<file path="config.mk">
export PLATFORM = sky130hd
export DESIGN_NAME = tbc_ram
export DESIGN_NICKNAME = d
export VERILOG_FILES = /design/src/hw/rtl/tbc_ram.sv
export SDC_FILE = /design/constraint.sdc
export NUM_CORES = 2
export LEC_CHECK = 0
export BUFFER_PORTS_ARGS = -buffer_cell sky130_fd_sc_hd__clkbuf_2
export CORE_MARGIN = 2
export CORE_UTILIZATION = 57
export DETAILED_ROUTE_END_ITERATION = 10
export PLACE_DENSITY_LB_ADDON = 0.2
export SYNTH_ARGS = -nofsm -noshare
export SYNTH_HDL_FRONTEND = slang
export SYNTH_SLANG_ARGS = --single-unit
</file>
<file path="constraint.sdc">
create_clock -name clk -period 2.52 [get_ports clk]
set_clock_uncertainty 0.2 [all_clocks]
set_input_delay 0.504 -clock clk [delete_from_list [all_inputs] [get_ports clk]]
set_output_delay 0.504 -clock clk [all_outputs]
set_load 0.05 [all_outputs]
</file>
<file path="src/hw/rtl/tbc_ram.sv">
// generic simple dual-port ram, one write and one registered read port
// no dependencies
module tbc_ram #(
	parameter int WIDTH = 8,
	parameter int DEPTH = 256
) (
	input  logic                     clk,
	input  logic                     we,
	input  logic [$clog2(DEPTH)-1:0] waddr,
	input  logic [WIDTH-1:0]         wdata,
	input  logic [$clog2(DEPTH)-1:0] raddr,
	output logic [WIDTH-1:0]         rdata
);

	logic [WIDTH-1:0] mem_q [DEPTH];

	always_ff @(posedge clk) begin
		if (we) begin
			mem_q[waddr] <= wdata;
		end
		rdata <= mem_q[raddr];
	end

endmodule

</file>
==> results.toml <==
[worst_setup_path]
crit_type = "reg2reg"
critPathLaunchType = "flop"
cp_max_fo = 1
timing.critical_path.mode_cell = "mux4_2"
cp_cell_sequence = "mux4_2 -> mux4_2 -> nor2b_4 -> nor4_4 -> buf_4 -> nor4_1"
cp.required_ns = 3.00
rrSetupSlack_ns = -0.1
cp-end-kind = "flop"
cp.arrival_ns = 3.09
cpPeakStageDelay_ns = 0.58
worst_path_max_delay_cell = "mux4_2"

[cells_and_area]
drive_gt1_frac = 0.336
finalInstanceArea_mm2 = 0.0942
nFillCells = 8665
area_delta_synth_final_pct = 18.4
final_nets = 4514
multiInputGateArea_mm2 = 0.0167
final_cell_mix = "edfxtp_1 (2048), buf_4 (654), mux4_2 (454)"
seq_area_mm2 = 0.0617
layout_commonest_cell = "edfxtp_1"

[placed_design]
gp_congestion = 0.866
dp_hpwl_um = 127000
io_buffers = 33
dpl-instance-area_mm2 = 0.0875

[floorplanning]
initial_core_util = 0.572
pin_count = 34
die_x_um = 378
die_y_um = 378
die_area_mm2 = 0.143
core-area_mm2 = 0.139
placementRows = 137

[synth]
synthCells = 3733
netlist_area_mm2 = 0.0796
ys_seq_area_frac = 0.775
avgSynthCellArea_um2 = 21.3
synth.distinct_cells = 55
ys_ff_latch = 2056
synth_flop_cell = "edfxtp_1"
synth_nets = 3759
async_reset_ff_frac = 0
synth_edf_count = 2048
ys_warn_count = 0

[clocking]
clockRootBuffer = "clkbuf_16"
clk_pin_slew_ns = 0.06
cts_buffers = 198
cts.path.max_buffers = 3
cts_tree = "built"
clk_latency_ns = 0.82
cts-htree-levels = 4
cts.sinks = 2056

[job]
cap_violations = 0

[timing]
finalMaxSlewViolations = 0
final_hold_viol_count = 0
max-slew-margin-rel = 0.439
worst_slack_ns = -0.0956
max_freq_mhz = 382
fin_setup_tns_ns = -0.152
grt_setup_unrepaired = "yes"
worst_slew_pin_slew_ns = 0.842
period_minus_slack_ns = 2.62
setup_viol = 4
finalCritPeriodShare = 1.04

[power_and_ir_drop]
ir_worst_vdd_mv = 0.686
power_leakage_nw = 30.8
powerDensity_mw_per_mm2 = 753

[grt]
grt.total_usage = 0.277
overflow = 0
antenna_found_initial = 3
grt_pass1_wl_um = 282000
grt_max_degree = 103
grt_pass1_vias = 41100

[routing]
drc_errors = 0
viasPerCell = 6.32
first_pass_iters = 5
antenna_left = 0
wire_per_inst_um = 29.9
drt-initial-drc-count = 4934
routed_wl_um = 195000
vias = 41300

[run_status]
status = "finished with violations"
violations = "negative setup slack"

[worst_hold_path]
worstHoldPathType = "in2reg"
[final timing paths]
| path | from | cells after the start | end |
|---|---|---|---|
| worst max-delay path | mem_q[64][7] | 6 | rdata[7] |
| worst min-delay path | wdata[7] | 1 | mem_q[181][7] |
| worst max register to register | mem_q[64][7] | 6 | rdata[7] |
| worst min register to register | mem_q[47][6] | 6 | rdata[6] |
[registers in the layout, summed over array words and instances (netlist names)]
register	cells
rdata	8
mem_q	2048
[cell usage after synthesis, types with 13 or more instances]
master | number | share of area
buf_1 | 22 | 0.0010
a211oi_1 | 16 | 0.0015
o221ai_1 | 46 | 0.0051
nand3_1 | 34 | 0.0021
a22oi_1 | 133 | 0.013
buf_4 | 27 | 0.0025
nor2_1 | 282 | 0.013
nor2b_1 | 31 | 0.0024
o22ai_1 | 28 | 0.0022
nand2_1 | 33 | 0.0016
mux2i_1 | 134 | 0.017
a21oi_1 | 96 | 0.0060
buf_6 | 21 | 0.0030
clkbuf_1 | 111 | 0.0052
nor3_1 | 22 | 0.0014
a221oi_1 | 13 | 0.0014
buf_8 | 13 | 0.0025
mux4_2 | 454 | 0.13
buf_2 | 31 | 0.0020
edfxtp_1 | 2048 | 0.77
nor4_1 | 24 | 0.0019
[through the flow]
step           std cells  setup WS [ns]  total power [W]   util  hold slack, ns
2_1_floorplan       3733        -0.0191           0.0404      -           0.403
3_3_place_gp        6147          -1.26           0.0424  0.629           0.659
3_5_place_dp        6147          -1.24           0.0425  0.629           0.653
4_1_cts             6514        -0.0123           0.0712  0.676           0.179
5_1_grt             6525        -0.0738           0.0727  0.678           0.204
6_report            6525        -0.0956           0.0709  0.678           0.166
[logic make-up after synthesis]
logic type	Yosys count	synth area share
buf+inv	235	0.0183
simple gates	466	0.0263
mux	591	0.146
compound gates	385	0.0342
flops	2056	0.775
[critical path, delay by kind of cell (launching register included)]
kind                   cells  cell delay (ns)
buffers and inverters      1             0.18
flip-flops                 1             0.37
multiplexers               2             1.08
AND/OR/NAND/NOR            3             0.63
[layout make-up]
| type | instances | share of cell area |
|---|---|---|
| antenna | 1 | 0.0000266 |
| clock buffer | 240 | 0.0556 |
| clock inverter | 120 | 0.0118 |
| inverter | 2 | 0.0000797 |
| multi-input combinational | 1442 | 0.177 |
| sequential | 2056 | 0.654 |
| tap | 1876 | 0.0249 |
| timing repair buffer | 788 | 0.0762 |
[metal layers]
| layer | up-vias | part of all wire | GRT usage | wire (um) |
|---|---|---|---|---|
| li1 | 17200 | - | - | - |
| met1 | 21700 | 0.40 | 0.399 | 77200 |
| met2 | 1977 | 0.49 | 0.437 | 94800 |
| met3 | 318 | 0.087 | 0.0482 | 16900 |
| met4 | 4 | 0.032 | 0.0951 | 6190 |
| met5 | - | 0.00015 | 0 | 30 |
[timing repair]
item | in CTS | in global routing
cloned | 0 | 3
hold buffers | 7 | 0
gates resized for setup | 16 | 18
endpoints found under the hold margin | 225 | 0
pin swaps | 4 | 6
endpoints found under the setup margin | 5 | 8
buffers inserted | 0 | 7
[where the power goes]
| part | total (W) | internal, W | leakage (nW) | switching (W) |
|---|---|---|---|---|
| combinational | 0.00412 | 0.00169 | 9.27 | 0.00243 |
| clock | 0.0290 | 0.0166 | 3.09 | 0.0124 |
| sequential | 0.0378 | 0.0377 | 18.5 | 0.0000738 |
Note: power is estimated with default switching activity, not from simulation.
