<file path="config.mk">
export PLATFORM = sky130hd
export DESIGN_NAME = tbc_coord_map
export DESIGN_NICKNAME = d
export VERILOG_FILES = /design/src/hw/rtl/tbc_pkg.sv /design/src/hw/rtl/tbc_coord_map.sv
export SDC_FILE = /design/constraint.sdc
export NUM_CORES = 1
export LEC_CHECK = 0
export BUFFER_PORTS_ARGS = -buffer_cell sky130_fd_sc_hd__buf_2
export CAP_MARGIN = 10
export CORE_AREA = 2 2 86 88
export DETAILED_ROUTE_END_ITERATION = 12
export DIE_AREA = 0 0 88 90
export PLACE_DENSITY_LB_ADDON = 0.05
export SLEW_MARGIN = 20
export SYNTH_ARGS = -nofsm -noshare
export SYNTH_HDL_FRONTEND = slang
export SYNTH_SLANG_ARGS = --single-unit
</file>
<file path="constraint.sdc">
create_clock -name vclk -period 13.1
set_input_delay 2.62 -clock vclk [all_inputs]
set_output_delay 2.62 -clock vclk [all_outputs]
set_load 0.02 [all_outputs]
</file>
<file path="src/hw/rtl/tbc_pkg.sv">
// shared types and constants of the tiled block cache controller
// no dependencies
package tbc_pkg;

	localparam int SLOTS             = 256;
	localparam int SLOT_W            = 8;
	localparam int TILE_BITS         = 5;
	localparam int OFFS_W            = 2 * TILE_BITS;
	localparam int TAG_W             = 20;
	localparam int ADDR_W            = 20;
	localparam int AGE_W             = 9;
	localparam int COORD_W           = 15;
	localparam int DIRECT_LIMIT_BITS = 10;
	localparam int ROW_BITS_MIN      = 4;

	localparam logic [AGE_W-1:0] AGE_CAP  = AGE_W'(2 * SLOTS - 1);
	localparam logic [AGE_W-1:0] AGE_STOP = AGE_W'(SLOTS - 1);
	localparam logic [3:0]       ARRAY_BITS_RESET = 4'd10;

	typedef struct packed {
		logic               func;
		logic [COORD_W-1:0] x_coord;
		logic [COORD_W-1:0] y_coord;
		logic [7:0]         write_byte;
	} cmd_t;

	typedef struct packed {
		logic [ADDR_W-1:0] mem_address;
		logic              store_enable;
		logic [7:0]        store_byte;
		logic              hit;
		logic [SLOT_W-1:0] slot_used;
		logic              writeback_needed;
		logic [TAG_W-1:0]  writeback_tile;
		logic              fill_needed;
		logic [TAG_W-1:0]  fill_tile;
	} rsp_t;

	typedef struct packed {
		logic              direct;
		logic [ADDR_W-1:0] direct_addr;
		logic [TAG_W-1:0]  tile;
		logic [OFFS_W-1:0] offset;
	} map_t;

	typedef enum logic [1:0] {
		ST_IDLE,
		ST_SCAN,
		ST_UPDATE
	} state_t;

endpackage

</file>
<file path="src/hw/rtl/tbc_coord_map.sv">
// maps pixel coordinates to a direct address or a tile number and offset
// depends on tbc_pkg
module tbc_coord_map (
	input  logic [3:0]                  bits,
	input  logic [tbc_pkg::COORD_W-1:0] x,
	input  logic [tbc_pkg::COORD_W-1:0] y,
	output tbc_pkg::map_t               map
);
	import tbc_pkg::*;

	logic [COORD_W-1:0] lim;
	logic [COORD_W-1:0] xc, yc, xm, ym;
	logic [3:0]         rb;
	logic [3:0]         tshift;
	logic [25:0]        daddr;
	logic [29:0]        tile_hi;

	always_comb begin
		lim = COORD_W'((16'd1 << bits) - 16'd1);
		xc  = (x > lim) ? lim : x;
		yc  = (y > lim) ? lim : y;
		rb  = (bits < 4'(ROW_BITS_MIN)) ? 4'(ROW_BITS_MIN) : bits;
		// yc stays below 2^10 in direct mode, so this cannot spill past 20 bits
		daddr = (26'(yc) << rb) + 26'(xc);

		xm      = x & lim;
		ym      = y & lim;
		tshift  = bits - 4'(TILE_BITS);
		tile_hi = 30'(ym >> TILE_BITS) << tshift;

		map.direct      = (bits <= 4'(DIRECT_LIMIT_BITS));
		map.direct_addr = ADDR_W'(daddr);
		map.tile        = TAG_W'(tile_hi) | TAG_W'(xm >> TILE_BITS);
		map.offset      = {ym[TILE_BITS-1:0], xm[TILE_BITS-1:0]};
	end

endmodule

</file>
==> results of run 1 <==
## power by group through the flow
stage	Clock, mW	Combinational [mW]	Sequential (mW)
global route	0	0.432	0
CTS	0	0.392	0
detailed placement	0	0.390	0
finish	0	0.400	0
global placement	0	0.385	0
floorplan	0	0.281	0
## area by class of cell
type / instances / area [µm²]
multi-input combinational: 501 / 3800
fill: 696 / 2400
timing repair buffer: 102 / 553
inverter: 37 / 139
tap: 99 / 124
## synthesized netlist by cell type, drive strengths merged (3+ instances only)
cell type / number
a22o: 3
or4: 3
a221o: 3
and3: 3
o211ai: 4
nand3: 18
nand2b: 5
or2: 5
a31o: 5
a22oi: 3
inv: 35
mux2: 19
buf: 8
nand2: 48
or4b: 3
nor3b: 3
a221oi: 3
clkbuf: 23
nor2b: 9
a2111oi: 4
nor2: 42
mux2i: 24
mux4: 5
o31ai: 8
a41oi: 3
or3: 8
a31oi: 6
o21ai: 39
xnor2: 17
ha: 79
and2: 6
a2bb2oi: 3
a21oi: 38
nor4: 9
nor3: 14
o22ai: 5
xor2: 5
o21bai: 12
a211oi: 8
## critical path: stages
cell and delay (ps):
buf_2 120, or2_2 260, clkinv_1 310, nand2_1 200
ha_1 310, o31ai_1 220, or4b_2 710, nand3_1 220
ha_1 300, or3_1 440, a21oi_1 190, o31a_1 210
buf_4 170, o31a_1 340, buf_4 290, mux2i_1 300
a21oi_1 100, a2bb2oi_1 330, o22ai_1 150, ha_1 390
nor3_1 90, o41ai_1 510, a211oi_1 220, a31o_2 270
or4_1 420, xor2_1 150, buf_2 170
## stage by stage
stage,util,setup slack [ps],cell area [µm²]
CTS,0.657,573,4610
detailed placement,0.657,603,4610
finish,0.658,467,4620
global route,0.658,5.52,4620
floorplan,-,1120,4060
global placement,0.657,790,4610
## routing by layer
| layer | GRT usage | share of wire | up-vias |
|---|---|---|---|
| met2 | 0.622 | 0.47 | 279 |
| met4 | 0.128 | 0.049 | 0 |
| met1 | 0.447 | 0.40 | 2228 |
| li1 | - | - | 2241 |
| met5 | 0 | 0 | - |
| met3 | 0.0275 | 0.074 | 60 |
## how the worst max path moves through the flow
| stage | from | to | slack [ps] | cells after the start |
|---|---|---|---|---|
| 2_1_floorplan | bits[0] | map[49] | 1120 | 31 |
| 3_3_place_gp | bits[2] | map[49] | 790 | 29 |
| 3_5_place_dp | bits[2] | map[49] | 600 | 28 |
| 4_1_cts | bits[2] | map[49] | 570 | 28 |
| 5_1_grt | bits[2] | map[49] | 6 | 28 |
| 6_report | bits[2] | map[49] | 470 | 27 |
## kinds of logic after synthesis
kind of cell | share of synthesized area
compound gates | 0.273
other cells | 0.00185
buf+inv | 0.0652
simple gates | 0.223
xor+xnor | 0.0476
fa+ha+maj | 0.249
mux | 0.140
==> flow_summary.yaml, run 1 <==
floorplan:
  core_region_area_um2: 7020
  initial_core_util: 0.577
  num_io_pins: 85
  die_width_um: 88
  rows: 31
  die_y_um: 90
  die_area_um2: 7920
clock_network:
  post_cts_buffers: 0
  cts_hold_buf: 0
  cts-resized-gates: 0
synth:
  yosysWarnings: 0
  synth_largest_area_cell: "ha_1"
  synth_cell_types: 67
  netlist_top_cells_area: "ha_1, mux2i_1, mux2_2"
  synth_seq_area_share: 0
  syn_area_um2: 4050
  synthCells: 566
  synth.top_cell.area_share: 0.244
  syn_avg_cell_area_um2: 7.16
timing:
  fin_crit_sh: 0.964
  setup_violations: 0
  hold_viol: 0
  period_minus_slack_ps: 12630
  fin_tns_setup_ps: 0
  final_max_slew_viol_count: 0
  worst_pin_slew_ps: 1040
  rsz0062_at_grt: "no"
  fmax_ghz: 0.0792
  whs_ps: 5630
  relSlewSlack: 0.299
finish:
  register_area_um2: 0
  nClkBuffers: 0
  layout-drive-gt1-share: 0.220
  area_growth_pct: 14.1
  layout_commonest_cell: "buf_2"
  layout_common_cells: "buf_2, ha_1, nand2_1"
  fin_cells: 739
  diodes: 0
  nets: 756
  seq_cell_count: 0
detailed_routing:
  drt-pass1-iter-count: 5
  viasPerCell: 6.51
  wl_per_cell_um: 19.4
  drt_iter0_drc: 397
  num_vias: 4808
  drt_wl_total_mm: 14.4
  drc: 0
  ant_nets: 0
power_and_ir_drop:
  clockPowerShare: 0
  powerDensity_nw_per_um2: 86.5
  vdd_drop_max_mv: 0.0806
  p_sw_frac: 0.617
  p_leak_nw: 2.23
  p_total_mw: 0.400
  seq_power_share: 0
  p_int_mw: 0.153
  comb_power_share: 1.000
  power.switching_mw: 0.246
min_path:
  whs_path_depth: 3
  worstHoldPathType: "input port to output pin"
  holdPathEnd: "map[0]"
  worstHoldStart: "x[0]"
placed_design:
  dp_hpwl_mm: 11.7
  place_inst: 739
  io_buffers: 85
  place_congestion: 1.07
outcome:
  status: "complete, no violations"
worst_setup_path:
  crit_fanout: 11
  critical_path_arrival_ps: 10010
  crit_type: "input port to output pin"
  crit_path_end_kind: "output pin"
  required_ps: 10480
  crit_path_start_kind: "input port"
global_routing:
  grt_max_degree: 33
  grt_pass1_wl_mm: 22.8
  grt_pass1_vias: 4542
  track_usage: 0.356
  antenna_found_initial: 0
  grt-ovfl-total: 0
flow_run:
  drv_cap: 0
(Power assumes the default switching activity.)
==> run 2: changes to the inputs <==
clock period = 12.65 ns   (was 13.1 ns; I/O delays follow)
==> run 2 against run 1 <==
Against the previous run: power is 2.7% higher; flip-flop and latch count unchanged; critical path depth is the same; sequential share of layout area stayed put; clock-buffer cell count did not move; core utilization up 0.64 points; global-route usage fell by 1.1 points; die area unchanged; worst setup slack better by 65 ps; worst hold slack worse by 180 ps; critical path type unchanged; largest cell class unchanged.
==> flow_summary.yaml, run 2 (synthesis results as in run 1) <==
outcome:
  status: "complete, no violations"
placed_design:
  place_congestion: 1.01
  dp_hpwl_mm: 11.4
  io_buffers: 85
worst_setup_path:
  crit_fanout: 10
  required_ps: 10120
  crit_path_start_kind: "input port"
  critical_path_arrival_ps: 9590
  crit_type: "input port to output pin"
  crit_path_end_kind: "output pin"
detailed_routing:
  drt_iter0_drc: 436
  drc: 0
  viasPerCell: 6.34
  drt_wl_total_mm: 14.0
  wl_per_cell_um: 18.8
  ant_nets: 0
  drt-pass1-iter-count: 5
  num_vias: 4722
timing:
  fin_crit_sh: 0.958
  rsz0062_at_grt: "no"
  final_max_slew_viol_count: 0
  relSlewSlack: 0.280
  fmax_ghz: 0.0825
  setup_violations: 0
  worst_pin_slew_ps: 1070
  whs_ps: 5450
  period_minus_slack_ps: 12120
  fin_tns_setup_ps: 0
  hold_viol: 0
finish:
  nClkBuffers: 0
  area_growth_pct: 15.2
  layout-drive-gt1-share: 0.228
  layout_common_cells: "buf_2, ha_1, nand2_1"
  seq_cell_count: 0
  nets: 762
  nFillCells: 641
  utilization: 0.665
  layout_commonest_cell: "buf_2"
  register_area_um2: 0
  diodes: 0
flow_run:
  drv_cap: 0
power_and_ir_drop:
  powerDensity_nw_per_um2: 88.0
  p_leak_nw: 2.26
  vdd_drop_max_mv: 0.0898
  p_total_mw: 0.411
min_path:
  worstHoldStart: "x[0]"
  worstHoldPathType: "input port to output pin"
  holdPathEnd: "map[0]"
  whs_path_depth: 3
floorplan:
  die_width_um: 88
  num_io_pins: 85
  rows: 31
  initial_core_util: 0.577
  die_y_um: 90
  die_area_um2: 7920
  core_region_area_um2: 7020
clock_network:
  post_cts_buffers: 0
  cts-resized-gates: 0
  cts_hold_buf: 0
global_routing:
  grt_pass1_wl_mm: 22.0
  grt_pass1_vias: 4371
  grt-ovfl-total: 0
  grt_max_degree: 33
  antenna_found_initial: 0
  track_usage: 0.345
[run 2: cell count changes in the layout (fill, tap and decap cells not counted)]
cell / delta
buf_4: +6
[run 2: final cells by class]
type	instances	area [µm²]	area share
well taps	99	124	0.0265
repair buffers	108	598	0.128
multi-input cells	501	3800	0.816
inverters	37	139	0.0298
[run 2: worst max path at each step]
| stage | startpoint | endpoint | slack (ps) | depth (start not counted) |
|---|---|---|---|---|
| after floorplan | bits[0] | map[49] | 850 | 31 |
| after global placement | bits[0] | map[49] | 790 | 27 |
| after detailed placement | bits[1] | map[49] | 650 | 27 |
| after CTS | bits[1] | map[49] | 620 | 27 |
| after global routing | bits[1] | map[49] | 0.8 | 27 |
| final | bits[1] | map[49] | 530 | 27 |
[run 2: metrics by stage]
stage / setup slack (ps) / cell area [µm²] / cells
final: 532 / 4670 / 745
after CTS: 623 / 4660 / 745
after detailed placement: 653 / 4660 / 745
after global placement: 789 / 4660 / 745
after global routing: 0.846 / 4670 / 745
after floorplan: 852 / 4060 / 569
[run 2: where the power goes]
part | internal [mW] | switching (mW)
registers | 0 | 0
clock network | 0 | 0
logic | 0.159 | 0.251
[run 2: routing by layer]
metal  global-route usage  vias up  wire length (µm)  share of wire
met5                    0        -                 0              0
met3               0.0340       38              1020          0.073
met1                0.438     2185              5750           0.41
met4                0.133        0               571          0.041
met2                0.588      234              6670           0.48
li1                     -     2265                 -              -
[run 2: critical path, stage by stage]
cell       delay [ps]
buf_2             220
inv_1             160
ha_1              300
nand2_1           100
ha_1              280
o31ai_1           190
or4b_2            690
nand3_1           150
ha_1              270
or3_1             440
nor3_4            210
o221a_4           270
o31a_1            290
buf_4             260
mux2i_1           300
a21oi_1           100
a2bb2oi_1         320
o22ai_1           160
ha_1              250
or3_1             340
a2111oi_0         470
o41ai_1           240
a211oi_1          440
a31o_2            170
or4_1             100
xor2_1            130
buf_2             180
